## config.mk

```make
export PLATFORM = sky130hd
export DESIGN_NAME = linear_probe_hash_rehash_unit
export DESIGN_NICKNAME = d
export VERILOG_FILES = /design/src/hw/rtl/lphr_pkg.sv /design/src/hw/rtl/linear_probe_hash_rehash_unit.sv /design/src/hw/rtl/lphr_mod.sv /design/src/hw/rtl/lphr_mem.sv
export SDC_FILE = /design/constraint.sdc
export NUM_CORES = 2
export LEC_CHECK = 0
export BUFFER_PORTS_ARGS = -buffer_cell sky130_fd_sc_hd__buf_2
export CAP_MARGIN = 20
export CORE_MARGIN = 2
export CORE_UTILIZATION = 63
export DETAILED_ROUTE_END_ITERATION = 10
export GPL_TIMING_DRIVEN = 0
export PLACE_DENSITY_LB_ADDON = 0.08
export SYNTH_ARGS = -nofsm -noshare
export SYNTH_HDL_FRONTEND = slang
export SYNTH_HIERARCHICAL = 1
export SYNTH_SLANG_ARGS = --single-unit
```

## constraint.sdc

```tcl
create_clock -name clk -period 7.5 [get_ports clk]
set_input_delay 1.875 -clock clk [delete_from_list [all_inputs] [get_ports clk]]
set_output_delay 1.875 -clock clk [all_outputs]
set_load 0.02 [all_outputs]
```

## src/hw/rtl/lphr_pkg.sv

```systemverilog
// Shared types and constants of the linear probing hash table with rehash.
// Used by the top level and lphr_mod; depends on nothing.
`timescale 1ns / 1ps
package lphr_pkg;

  localparam int CAPACITY = 32;
  localparam int KEY_W  = 16;
  localparam int VAL_W  = 32;
  localparam int SIZE_W = 6;
  localparam int SLOT_W = 5;
  localparam int CMD_W  = 2;
  localparam int STAT_W = 2;

  localparam logic [CMD_W-1:0] CMD_INSERT = 2'd0;
  localparam logic [CMD_W-1:0] CMD_REHASH = 2'd1;
  localparam logic [CMD_W-1:0] CMD_READ   = 2'd2;

  localparam logic [STAT_W-1:0] ST_OK       = 2'd0;
  localparam logic [STAT_W-1:0] ST_FULL     = 2'd1;
  localparam logic [STAT_W-1:0] ST_OVERFLOW = 2'd2;
  localparam logic [STAT_W-1:0] ST_RANGE    = 2'd3;

  localparam logic CFG_START = 1'b0;
  localparam logic CFG_GROWN = 1'b1;

  typedef enum logic [2:0] {
    S_IDLE,
    S_MOD,
    S_PROBE,
    S_RD,
    S_CNT,
    S_RH_SCAN,
    S_RH_WAIT,
    S_DONE
  } state_t;

endpackage

```

## src/hw/rtl/linear_probe_hash_rehash_unit.sv

```systemverilog
// Top level of the linear probing hash table with two-bank rehash.
// Depends on lphr_pkg, lphr_mod and lphr_mem.
`timescale 1ns / 1ps
// Usage: one item on the in_ channel carries a command in in_tuser and key, value
// and slot in in_tdata. Each item gives exactly one result on the out_ channel,
// with the status in out_tuser and the slot, entry and active size in out_tdata.
// The block takes one item at a time; in_tready is high only while it is idle.
// An insert first lets the remainder unit resolve the home slot one key bit
// per cycle, then probes until it finds a free slot or has probed every slot.
// A read goes through the registered memory read port.
// A rehash first counts the entries in the active slots, then scans those slots
// and, for each occupied entry, resolves its home slot and probes the other bank.
// The cfg_ channel writes start_size (index 0) and grown_size (index 1) and is
// always ready; writing start_size empties the active bank at once.
// Reset clears all occupied marks, selects bank 0 and restores the sizes to 7
// and 14, with no clearing pass. A finished result waits in the output register
// while out_tready is low; the next item is still taken and processed, but its
// result then holds the block busy, with in_tready low, until the register frees.
module linear_probe_hash_rehash_unit #(
  parameter int KEY_BITS = 16
) (
  input  logic        clk,
  input  logic        rst_n,
  input  logic        in_tvalid,
  output logic        in_tready,
  // key [15:0], value [47:16], slot [52:48], zero fill up to 56 bits.
  input  logic [55:0] in_tdata,
  // command [1:0].
  input  logic [1:0]  in_tuser,
  output logic        out_tvalid,
  input  logic        out_tready,
  // placed_slot [4:0], entry_key [20:5], entry_value [52:21], entry_used [53],
  // size_now [59:54], zero fill up to 64 bits.
  output logic [63:0] out_tdata,
  // status [1:0].
  output logic [1:0]  out_tuser,
  input  logic        cfg_valid,
  output logic        cfg_ready,
  input  logic        cfg_index,
  input  logic [5:0]  cfg_data
);
  localparam int CAPACITY = lphr_pkg::CAPACITY;
  localparam int KW = lphr_pkg::KEY_W;
  localparam int VW = lphr_pkg::VAL_W;
  localparam int SW = lphr_pkg::SIZE_W;
  localparam int PW = lphr_pkg::SLOT_W;
  localparam int STW = lphr_pkg::STAT_W;
  localparam int IDX_W = $clog2(CAPACITY);
  localparam int ADDR_W = IDX_W + 1;
  localparam int CW = ((IDX_W > SW) ? IDX_W : SW) + 1;
  localparam int NSLOT = 2 * CAPACITY;
  localparam logic [KW-1:0] KEY_MASK =
    (KEY_BITS >= KW) ? {KW{1'b1}} : KW'((64'd1 << KEY_BITS) - 64'd1);
  localparam logic [SW-1:0] START_RST = 6'd7;
  localparam logic [SW-1:0] GROWN_RST = 6'd14;

  function automatic logic [SW-1:0] clamp_size(input logic [SW-1:0] s);
    logic [SW-1:0] r;
    if (s == '0) begin
      r = SW'(1);
    end else if (CW'(s) > CW'(CAPACITY)) begin
      r = SW'(CAPACITY);
    end else begin
      r = s;
    end
    return r;
  endfunction

  lphr_pkg::state_t state_r, state_nxt;

  logic             bank_r, bank_nxt;
  logic [SW-1:0]    size_r, size_nxt;
  logic [SW-1:0]    grown_r, grown_nxt;
  logic [SW-1:0]    newsize_r, newsize_nxt;
  logic [NSLOT-1:0] used_r, used_nxt;
  logic [IDX_W-1:0] idx_r, idx_nxt;
  logic [CW-1:0]    n_r, n_nxt;
  logic [CW-1:0]    i_r, i_nxt;
  logic [SW-1:0]    cnt_r, cnt_nxt;
  logic [1:0]       cmd_r, cmd_nxt;
  logic [KW-1:0]    key_r, key_nxt;
  logic [VW-1:0]    val_r, val_nxt;
  logic [PW-1:0]    slot_r, slot_nxt;

  logic [STW-1:0]   res_status_r, res_status_nxt;
  logic [PW-1:0]    res_placed_r, res_placed_nxt;
  logic [KW-1:0]    res_key_r, res_key_nxt;
  logic [VW-1:0]    res_val_r, res_val_nxt;
  logic             res_used_r, res_used_nxt;

  logic             out_valid_r, out_valid_nxt;
  logic [STW-1:0]   out_status_r, out_status_nxt;
  logic [59:0]      out_data_r, out_data_nxt;

  logic             mod_start;
  logic [KW-1:0]    mod_dividend;
  logic [SW-1:0]    mod_divisor;
  logic             mod_done;
  logic [SW-1:0]    mod_rem;

  logic             wr_en, rd_en;
  logic [ADDR_W-1:0] wr_addr, rd_addr;
  logic [KW+VW-1:0] wr_data, rd_data;

  logic             in_acc;
  logic             probe_bank;
  logic [SW-1:0]    probe_size;
  logic [ADDR_W-1:0] probe_addr, scan_addr, slot_addr;
  logic             out_free;
  logic [SW:0]      cnt_sum;

  assign in_acc     = in_tvalid && in_tready;
  assign in_tready  = (state_r == lphr_pkg::S_IDLE);
  assign cfg_ready  = 1'b1;
  assign out_free   = !out_valid_r || out_tready;
  assign probe_bank = (cmd_r == lphr_pkg::CMD_REHASH) ? !bank_r : bank_r;
  assign probe_size = (cmd_r == lphr_pkg::CMD_REHASH) ? newsize_r : size_r;
  assign probe_addr = {probe_bank, idx_r};
  assign scan_addr  = {bank_r, i_r[IDX_W-1:0]};
  assign slot_addr  = {bank_r, IDX_W'(slot_r)};
  assign cnt_sum    = {1'b0, cnt_r} + (SW+1)'(used_r[scan_addr]);

  lphr_mod u_mod (
    .clk       (clk),
    .rst_n     (rst_n),
    .start     (mod_start),
    .dividend  (mod_dividend),
    .divisor   (mod_divisor),
    .done      (mod_done),
    .remainder (mod_rem)
  );

  lphr_mem #(
    .ADDR_W (ADDR_W),
    .DATA_W (KW + VW)
  ) u_mem (
    .clk     (clk),
    .wr_en   (wr_en),
    .wr_addr (wr_addr),
    .wr_data (wr_data),
    .rd_en   (rd_en),
    .rd_addr (rd_addr),
    .rd_data (rd_data)
  );

  always_comb begin
    state_nxt = state_r;
    case (state_r)
      lphr_pkg::S_IDLE: begin
        if (in_acc) begin
          case (in_tuser)
            lphr_pkg::CMD_INSERT: state_nxt = lphr_pkg::S_MOD;
            lphr_pkg::CMD_REHASH: state_nxt = lphr_pkg::S_CNT;
            lphr_pkg::CMD_READ: begin
              if (CW'(in_tdata[52:48]) >= CW'(size_r)) begin
                state_nxt = lphr_pkg::S_DONE;
              end else begin
                state_nxt = lphr_pkg::S_RD;
              end
            end
            default: state_nxt = lphr_pkg::S_DONE;
          endcase
        end
      end
      lphr_pkg::S_MOD: begin
        if (mod_done) begin
          state_nxt = lphr_pkg::S_PROBE;
        end
      end
      lphr_pkg::S_PROBE: begin
        if (!used_r[probe_addr]) begin
          state_nxt = (cmd_r == lphr_pkg::CMD_REHASH) ? lphr_pkg::S_RH_SCAN
                                                       : lphr_pkg::S_DONE;
        end else if (n_r + 1'b1 == CW'(probe_size)) begin
          state_nxt = lphr_pkg::S_DONE;
        end
      end
      lphr_pkg::S_RD: state_nxt = lphr_pkg::S_DONE;
      lphr_pkg::S_CNT: begin
        if (i_r + 1'b1 == CW'(size_r)) begin
          state_nxt = (cnt_sum > (SW+1)'(newsize_r)) ? lphr_pkg::S_DONE
                                                      : lphr_pkg::S_RH_SCAN;
        end
      end
      lphr_pkg::S_RH_SCAN: begin
        if (i_r == CW'(size_r)) begin
          state_nxt = lphr_pkg::S_DONE;
        end else if (used_r[scan_addr]) begin
          state_nxt = lphr_pkg::S_RH_WAIT;
        end
      end
      lphr_pkg::S_RH_WAIT: state_nxt = lphr_pkg::S_MOD;
      lphr_pkg::S_DONE: begin
        if (out_free) begin
          state_nxt = lphr_pkg::S_IDLE;
        end
      end
      default: state_nxt = lphr_pkg::S_IDLE;
    endcase
  end

  always_comb begin
    bank_nxt       = bank_r;
    size_nxt       = size_r;
    grown_nxt      = grown_r;
    newsize_nxt    = newsize_r;
    used_nxt       = used_r;
    idx_nxt        = idx_r;
    n_nxt          = n_r;
    i_nxt          = i_r;
    cnt_nxt        = cnt_r;
    cmd_nxt        = cmd_r;
    key_nxt        = key_r;
    val_nxt        = val_r;
    slot_nxt       = slot_r;
    res_status_nxt = res_status_r;
    res_placed_nxt = res_placed_r;
    res_key_nxt    = res_key_r;
    res_val_nxt    = res_val_r;
    res_used_nxt   = res_used_r;
    out_valid_nxt  = out_valid_r && !out_tready;
    out_status_nxt = out_status_r;
    out_data_nxt   = out_data_r;
    mod_start      = 1'b0;
    mod_dividend   = key_r;
    mod_divisor    = probe_size;
    wr_en          = 1'b0;
    wr_addr        = probe_addr;
    wr_data        = {val_r, key_r};
    rd_en          = 1'b0;
    rd_addr        = scan_addr;

    if (cfg_valid && cfg_ready) begin
      if (cfg_index == lphr_pkg::CFG_START) begin
        size_nxt  = clamp_size(cfg_data);
        for (int s = 0; s < CAPACITY; s++) begin
          used_nxt[{bank_r, IDX_W'(s)}] = 1'b0;
        end
      end else begin
        grown_nxt = cfg_data;
      end
    end

    case (state_r)
      lphr_pkg::S_IDLE: begin
        if (in_acc) begin
          cmd_nxt        = in_tuser;
          key_nxt        = in_tdata[15:0] & KEY_MASK;
          val_nxt        = in_tdata[47:16];
          slot_nxt       = in_tdata[52:48];
          n_nxt          = '0;
          i_nxt          = '0;
          cnt_nxt        = '0;
          newsize_nxt    = clamp_size(grown_r);
          res_status_nxt = lphr_pkg::ST_OK;
          res_placed_nxt = '0;
          res_key_nxt    = '0;
          res_val_nxt    = '0;
          res_used_nxt   = 1'b0;
          case (in_tuser)
            lphr_pkg::CMD_INSERT: begin
              mod_start    = 1'b1;
              mod_dividend = in_tdata[15:0] & KEY_MASK;
              mod_divisor  = size_r;
            end
            lphr_pkg::CMD_READ: begin
              if (CW'(in_tdata[52:48]) >= CW'(size_r)) begin
                res_status_nxt = lphr_pkg::ST_RANGE;
              end else begin
                rd_en   = 1'b1;
                rd_addr = {bank_r, IDX_W'(in_tdata[52:48])};
              end
            end
            default: begin
            end
          endcase
        end
      end
      lphr_pkg::S_MOD: begin
        if (mod_done) begin
          idx_nxt = IDX_W'(mod_rem);
          n_nxt   = '0;
        end
      end
      lphr_pkg::S_PROBE: begin
        if (!used_r[probe_addr]) begin
          wr_en                = 1'b1;
          used_nxt[probe_addr] = 1'b1;
          res_placed_nxt       = PW'(idx_r);
          i_nxt                = i_r + 1'b1;
        end else begin
          n_nxt = n_r + 1'b1;
          if (n_r + 1'b1 == CW'(probe_size)) begin
            res_status_nxt = lphr_pkg::ST_FULL;
            res_placed_nxt = '0;
          end
          if (CW'(idx_r) + 1'b1 == CW'(probe_size)) begin
            idx_nxt = '0;
          end else begin
            idx_nxt = idx_r + 1'b1;
          end
        end
      end
      lphr_pkg::S_RD: begin
        res_placed_nxt = slot_r;
        if (used_r[slot_addr]) begin
          res_key_nxt  = rd_data[KW-1:0];
          res_val_nxt  = rd_data[KW+VW-1:KW];
          res_used_nxt = 1'b1;
        end
      end
      lphr_pkg::S_CNT: begin
        cnt_nxt = cnt_sum[SW-1:0];
        i_nxt   = i_r + 1'b1;
        if (i_r + 1'b1 == CW'(size_r)) begin
          i_nxt = '0;
          if (cnt_sum > (SW+1)'(newsize_r)) begin
            res_status_nxt = lphr_pkg::ST_OVERFLOW;
          end else begin
            for (int s = 0; s < CAPACITY; s++) begin
              used_nxt[{!bank_r, IDX_W'(s)}] = 1'b0;
            end
          end
        end
      end
      lphr_pkg::S_RH_SCAN: begin
        if (i_r == CW'(size_r)) begin
          bank_nxt       = !bank_r;
          size_nxt       = newsize_r;
          res_placed_nxt = '0;
        end else if (used_r[scan_addr]) begin
          rd_en = 1'b1;
        end else begin
          i_nxt = i_r + 1'b1;
        end
      end
      lphr_pkg::S_RH_WAIT: begin
        key_nxt      = rd_data[KW-1:0];
        val_nxt      = rd_data[KW+VW-1:KW];
        mod_start    = 1'b1;
        mod_dividend = rd_data[KW-1:0];
        mod_divisor  = newsize_r;
      end
      lphr_pkg::S_DONE: begin
        if (out_free) begin
          out_valid_nxt  = 1'b1;
          out_status_nxt = res_status_r;
          out_data_nxt   = {size_r, res_used_r, res_val_r, res_key_r, res_placed_r};
        end
      end
      default: begin
      end
    endcase
  end

  always_ff @(posedge clk) begin
    if (!rst_n) begin
      state_r     <= lphr_pkg::S_IDLE;
      bank_r      <= 1'b0;
      grown_r     <= GROWN_RST;
      size_r      <= clamp_size(START_RST);
      used_r      <= '0;
      out_valid_r <= 1'b0;
    end else begin
      state_r     <= state_nxt;
      bank_r      <= bank_nxt;
      grown_r     <= grown_nxt;
      size_r      <= size_nxt;
      used_r      <= used_nxt;
      out_valid_r <= out_valid_nxt;
    end
    newsize_r    <= newsize_nxt;
    idx_r        <= idx_nxt;
    n_r          <= n_nxt;
    i_r          <= i_nxt;
    cnt_r        <= cnt_nxt;
    cmd_r        <= cmd_nxt;
    key_r        <= key_nxt;
    val_r        <= val_nxt;
    slot_r       <= slot_nxt;
    res_status_r <= res_status_nxt;
    res_placed_r <= res_placed_nxt;
    res_key_r    <= res_key_nxt;
    res_val_r    <= res_val_nxt;
    res_used_r   <= res_used_nxt;
    out_status_r <= out_status_nxt;
    out_data_r   <= out_data_nxt;
  end

  assign out_tvalid = out_valid_r;
  assign out_tuser  = out_status_r;
  assign out_tdata  = {4'd0, out_data_r};

endmodule

```

## src/hw/rtl/lphr_mod.sv

```systemverilog
// Bit-serial remainder unit: key modulo table size, one bit per cycle.
// Depends on lphr_pkg for the key and size widths.
`timescale 1ns / 1ps
module lphr_mod (
  input  logic                        clk,
  input  logic                        rst_n,
  input  logic                        start,
  input  logic [lphr_pkg::KEY_W-1:0]  dividend,
  input  logic [lphr_pkg::SIZE_W-1:0] divisor,
  output logic                        done,
  output logic [lphr_pkg::SIZE_W-1:0] remainder
);
  localparam int KW = lphr_pkg::KEY_W;
  localparam int SW = lphr_pkg::SIZE_W;
  localparam int CNT_W = $clog2(KW + 1);

  logic [KW-1:0]    shift_r, shift_nxt;
  logic [SW-1:0]    div_r, div_nxt;
  logic [SW:0]      rem_r, rem_nxt;
  logic [CNT_W-1:0] cnt_r, cnt_nxt;
  logic             busy_r, busy_nxt;
  logic             done_r, done_nxt;
  logic [SW:0]      trial;

  always_comb begin
    shift_nxt = shift_r;
    div_nxt   = div_r;
    rem_nxt   = rem_r;
    cnt_nxt   = cnt_r;
    busy_nxt  = busy_r;
    done_nxt  = 1'b0;
    trial     = {rem_r[SW-1:0], shift_r[KW-1]};
    if (start) begin
      shift_nxt = dividend;
      div_nxt   = divisor;
      rem_nxt   = '0;
      cnt_nxt   = CNT_W'(KW);
      busy_nxt  = 1'b1;
    end else if (busy_r) begin
      rem_nxt   = (trial >= {1'b0, div_r}) ? trial - {1'b0, div_r} : trial;
      shift_nxt = {shift_r[KW-2:0], 1'b0};
      cnt_nxt   = cnt_r - 1'b1;
      if (cnt_r == CNT_W'(1)) begin
        busy_nxt = 1'b0;
        done_nxt = 1'b1;
      end
    end
  end

  always_ff @(posedge clk) begin
    if (!rst_n) begin
      busy_r <= 1'b0;
      done_r <= 1'b0;
    end else begin
      busy_r <= busy_nxt;
      done_r <= done_nxt;
    end
    shift_r <= shift_nxt;
    div_r   <= div_nxt;
    rem_r   <= rem_nxt;
    cnt_r   <= cnt_nxt;
  end

  assign done      = done_r;
  assign remainder = rem_r[SW-1:0];

endmodule

```

## src/hw/rtl/lphr_mem.sv

```systemverilog
// Entry memory holding key and value of both banks, one write and one read port.
// Read data is registered; no package dependency.
`timescale 1ns / 1ps
module lphr_mem #(
  parameter int ADDR_W = 6,
  parameter int DATA_W = 48
) (
  input  logic              clk,
  input  logic              wr_en,
  input  logic [ADDR_W-1:0] wr_addr,
  input  logic [DATA_W-1:0] wr_data,
  input  logic              rd_en,
  input  logic [ADDR_W-1:0] rd_addr,
  output logic [DATA_W-1:0] rd_data
);
  logic [DATA_W-1:0] mem [2**ADDR_W];
  logic [DATA_W-1:0] rd_data_r;

  always_ff @(posedge clk) begin
    if (wr_en) begin
      mem[wr_addr] <= wr_data;
    end
    if (rd_en) begin
      rd_data_r <= mem[rd_addr];
    end
  end

  assign rd_data = rd_data_r;

endmodule
```

==> impl_metrics.ini <==
[timing]
finalCritPeriodShare_pct = 99.69
clock_skew_ns = 0.06089
worst-slew-pin-transition_ns = 1.227
rsz0062_at_grt = false
report.final.setup_viol = 0
final.min_clock_period_ns = 7.477
final_setup_margin_ns = 0.02341
fmax_mhz = 133.8
fin_setup_tns_ns = 0
report.final.slew_viol_count = 0
finalHoldViolCount = 0
timing.max_slew.rel_slack_pct = 18.22

[route]
drt-initial-drc-count = 14720
detail_route.vias_per_cell = 7.423
route.final.wire_length_um = 450000
drcViolationCount = 0
met1_length_um = 143500
met2WireLength_um = 197700
route.top_layer_used = met5
ant_nets = 0
num_vias = 75630
drt_pre_antenna_iters = 8
met3WireLength_um = 71990
detail_route.wl_per_cell_um = 44.17

[critical_path]
timing.critical_path.mode_cell = sky130_fd_sc_hd__buf_2
critical_path.endpoint_type = flop
critical_path.startpoint = in_tvalid
critPathRequiredTime_ns = 8.20
critical-path-max-stage-delay_ns = 0.70
worstPathMaxFanout = 14
r2r.worst_path.cells = 17
reg2reg_slack_ns = 0.62
crit_type = in -> reg
cp_slowest_cell = sky130_fd_sc_hd__buf_2
ordered_cell_list_for_the_critical_path = buf_2 -> nor2b_1 -> nand2_1 -> inv_1 -> o2111ai_1 -> o21ai_2 -> buf_4 -> buf_6 -> buf_2 -> buf_2 -> mux4_2 -> o22ai_1 -> nor2_1 -> a21oi_1 -> nor2_1
r2r_start = size_r[1]
crit_arrival_ns = 8.18
critical_path.reg2reg.endpoint = u_mem/rd_data[12]
worstSetupStartpointType = input port

[synth]
yosysSeqAreaShare_pct = 76.66
synth_enable_flop_cells = 3346
post_synth_inst_count = 6286
synth_top_area_cell = sky130_fd_sc_hd__edfxtp_1
synth_top_flop_cell = sky130_fd_sc_hd__edfxtp_1
synthesis.yosys.warnings = 6
netlist_area_um2 = 133500
synth_seq_cells = 3440
asyncSetResetFlopFracSynth_pct = 0
netlist-cell-type-count = 86
largest_cells_by_area_after_synthesis = sky130_fd_sc_hd__edfxtp_1, sky130_fd_sc_hd__mux4_2, sky130_fd_sc_hd__dfxtp_1, sky130_fd_sc_hd__mux2i_1, sky130_fd_sc_hd__nand2_1
synth_largest_type_area_fraction_pct = 75.25
syn_area_per_cell_um2 = 21.24

[die]
fp.dieW_um = 464.4
num_io_pins = 139
floorplan.die.height_um = 464.4
std_cell_rows = 168
placeableCoreArea_um2 = 210200
initial_utilization_pct = 63.52
floorplan.die_area_um2 = 215600

[clock_network]
path_clk_slew_ns = 0.06
cts-root-buf = sky130_fd_sc_hd__clkbuf_16
numCtsBuffers = 350
clock_tree.buffer_depth = 4
cts.sinks = 3440
cts_setup_buffers = 0
worstSkewPairLatency_ns = 1.00
h-tree-depth = 5
tritoncts = done

[placement]
dpl.cell_count = 9550
preCtsSetupSlack_ns = -1.024
placement.io_buffers = 128
dp.final_hpwl_um = 298500
globalplace.congestion = 0.9578

[pwr]
p_int_mw = 40.24
p_seq_share_pct = 40.3
comb_power_share_pct = 30.4
power.share.switching_pct = 32.23
clock_power_share_pct = 29.3
switching_power_mw = 19.14
static-leakage-power_nw = 50.21
peakVddDrop_uv = 321.7
pwr_density_cell_nw_per_um2 = 379.6

[worst_hold_path]
hold_class = reg -> reg
min_to = out_data_r[48]
hold_start = res_val_r[27]
worst_hold_path.num_cells = 0

[global_routing]
grt_start_max_net_pins = 42
global_route.usage.total_pct = 42.17
vias_in_the_first_global_route = 73630
grt.overflow.total = 0
wire_length_of_the_first_global_routing_pass_um = 606100
grt_antenna_before_repair = 20

[outcome]
status = finished clean

[finish]
post_route_cells_drive_above_1_share_pct = 28.40
final_cells = 10190
nNetsFinal = 7198
syn2layout_area_growth_pct = 17.14

[flow_run]
max_cap_violations = 0
-- power groups by stage --
| stage | Clock (mW) | Sequential, mW | Combinational [mW] |
|---|---|---|---|
| floorplan | 0 | 24.6 | 9.55 |
| global placement | 0 | 25.3 | 15.1 |
| detailed placement | 0 | 24.4 | 17.3 |
| CTS | 17.4 | 24.0 | 17.5 |
| global route | 18.1 | 24.0 | 18.4 |
| finish | 17.4 | 24.0 | 18.1 |
-- cells in the mapped netlist, types with 8 or more instances --
cell and n:
sky130_fd_sc_hd__edfxtp_1 3346, sky130_fd_sc_hd__mux4_2 848, sky130_fd_sc_hd__nand2_1 271, sky130_fd_sc_hd__nor2_1 267
sky130_fd_sc_hd__mux2i_1 181, sky130_fd_sc_hd__clkbuf_1 176, sky130_fd_sc_hd__o22ai_1 130, sky130_fd_sc_hd__a21oi_1 127
sky130_fd_sc_hd__dfxtp_1 94, sky130_fd_sc_hd__buf_2 87, sky130_fd_sc_hd__a22oi_1 66, sky130_fd_sc_hd__and2_1 55
sky130_fd_sc_hd__nand3_1 49, sky130_fd_sc_hd__nor2b_1 44, sky130_fd_sc_hd__o221ai_1 44, sky130_fd_sc_hd__buf_1 39
sky130_fd_sc_hd__buf_4 35, sky130_fd_sc_hd__inv_1 34, sky130_fd_sc_hd__xnor2_1 27, sky130_fd_sc_hd__ha_1 25
sky130_fd_sc_hd__nor3_1 25, sky130_fd_sc_hd__o21ai_0 25, sky130_fd_sc_hd__mux2_2 22, sky130_fd_sc_hd__nand2b_1 22
sky130_fd_sc_hd__buf_6 19, sky130_fd_sc_hd__xor2_1 19, sky130_fd_sc_hd__and3_1 16, sky130_fd_sc_hd__a211oi_1 14
sky130_fd_sc_hd__a22o_1 14, sky130_fd_sc_hd__a311oi_1 12, sky130_fd_sc_hd__a32o_1 9, sky130_fd_sc_hd__nor3b_1 8
sky130_fd_sc_hd__o32ai_1 8
-- state kept, by name (all words and copies together), names as in the netlist, 6 cells and up --
register       flops
cnt_r              6
grown_r            6
i_r                7
key_r             16
n_r                7
newsize_r          6
out_data_r        60
res_key_r         16
res_val_r         32
size_r             6
u_mem/mem       3072
u_mem/rd_data     48
u_mod/div_r        6
u_mod/rem_r        6
u_mod/shift_r     16
used_r            64
val_r             32
-- metrics by stage --
step	util [%]	power, mW	hold WS [ns]	cell area, µm²
2_1_floorplan	-	34.13	0.4003	133500
3_3_place_gp	65.50	40.37	0.4011	137700
3_5_place_dp	69.03	41.63	0.4045	145100
4_1_cts	74.34	58.84	0.3990	156300
5_1_grt	74.39	60.50	0.4133	156400
6_report	74.41	59.38	0.3970	156400
-- layout by cell type (no fill, tap or decap), types with 63 or more instances in the layout --
cell type,n
sky130_fd_sc_hd__a21oi_1,127
sky130_fd_sc_hd__a22oi_1,66
sky130_fd_sc_hd__buf_12,165
sky130_fd_sc_hd__buf_16,101
sky130_fd_sc_hd__buf_2,222
sky130_fd_sc_hd__clkbuf_1,205
sky130_fd_sc_hd__clkbuf_16,359
sky130_fd_sc_hd__clkinv_1,70
sky130_fd_sc_hd__dfxtp_1,94
sky130_fd_sc_hd__edfxtp_1,3346
sky130_fd_sc_hd__mux2i_1,181
sky130_fd_sc_hd__mux4_2,848
sky130_fd_sc_hd__nand2_1,268
sky130_fd_sc_hd__nor2_1,204
sky130_fd_sc_hd__nor2_4,63
sky130_fd_sc_hd__o22ai_1,130
-- critical path, delay by kind of cell --
| kind | cells | cell delay, ns |
|---|---|---|
| muxes | 1 | 0.64 |
| buffers and inverters | 6 | 2.88 |
| AOI/OAI and AO/OA | 4 | 1.85 |
| and+or+nand+nor | 4 | 0.87 |
-- per-layer routing --
| metal | global-route usage (%) | up-vias |
|---|---|---|
| met5 | 0.3565 | - |
| met4 | 27.45 | 14 |
| li1 | - | 27890 |
| met3 | 14.98 | 1706 |
| met2 | 61.00 | 7343 |
| met1 | 54.80 | 38680 |
-- worst max path at each step --
| stage | end |
|---|---|
| detailed placement | u_mem/rd_data[37] |
| global placement | u_mem/mem[33][30] |
| floorplan | u_mem/mem[32][0] |
| CTS | u_mem/rd_data[29] |
| global route | u_mem/rd_data[34] |
| finish | u_mem/rd_data[12] |
-- logic make-up after synthesis --
family / Yosys count / synth area share [%]
buffers and inverters: 393 / 1.394
and+or+nand+nor: 807 / 2.783
xor gates and xnor gates: 47 / 0.3224
AOI/OAI and AO/OA: 519 / 2.722
muxes: 1052 / 15.87
other: 2 / 0.005624
DFF: 3440 / 76.66
adders and majority gates: 26 / 0.2493
-- cell type report --
type	count	area, µm²
Fill cell	11530	53790
Clock inverter	192	1921
Timing Repair Buffer	461	7606
Buffer	357	1764
Tap cell	2805	3510
Clock buffer	417	9231
Sequential cell	3440	102400
Multi-Input combinational cell	2456	29830
Antenna cell	24	60.06
Inverter	36	135.1
-- repair_timing --
item | 4_1_cts | 5_1_grt
gates cloned | 0 | 0
gates resized for setup | 1 | 4
hold buffers | 0 | 0
endpoints found under the setup margin | 7 | 19
Note: power is estimated with default switching activity, not from simulation.
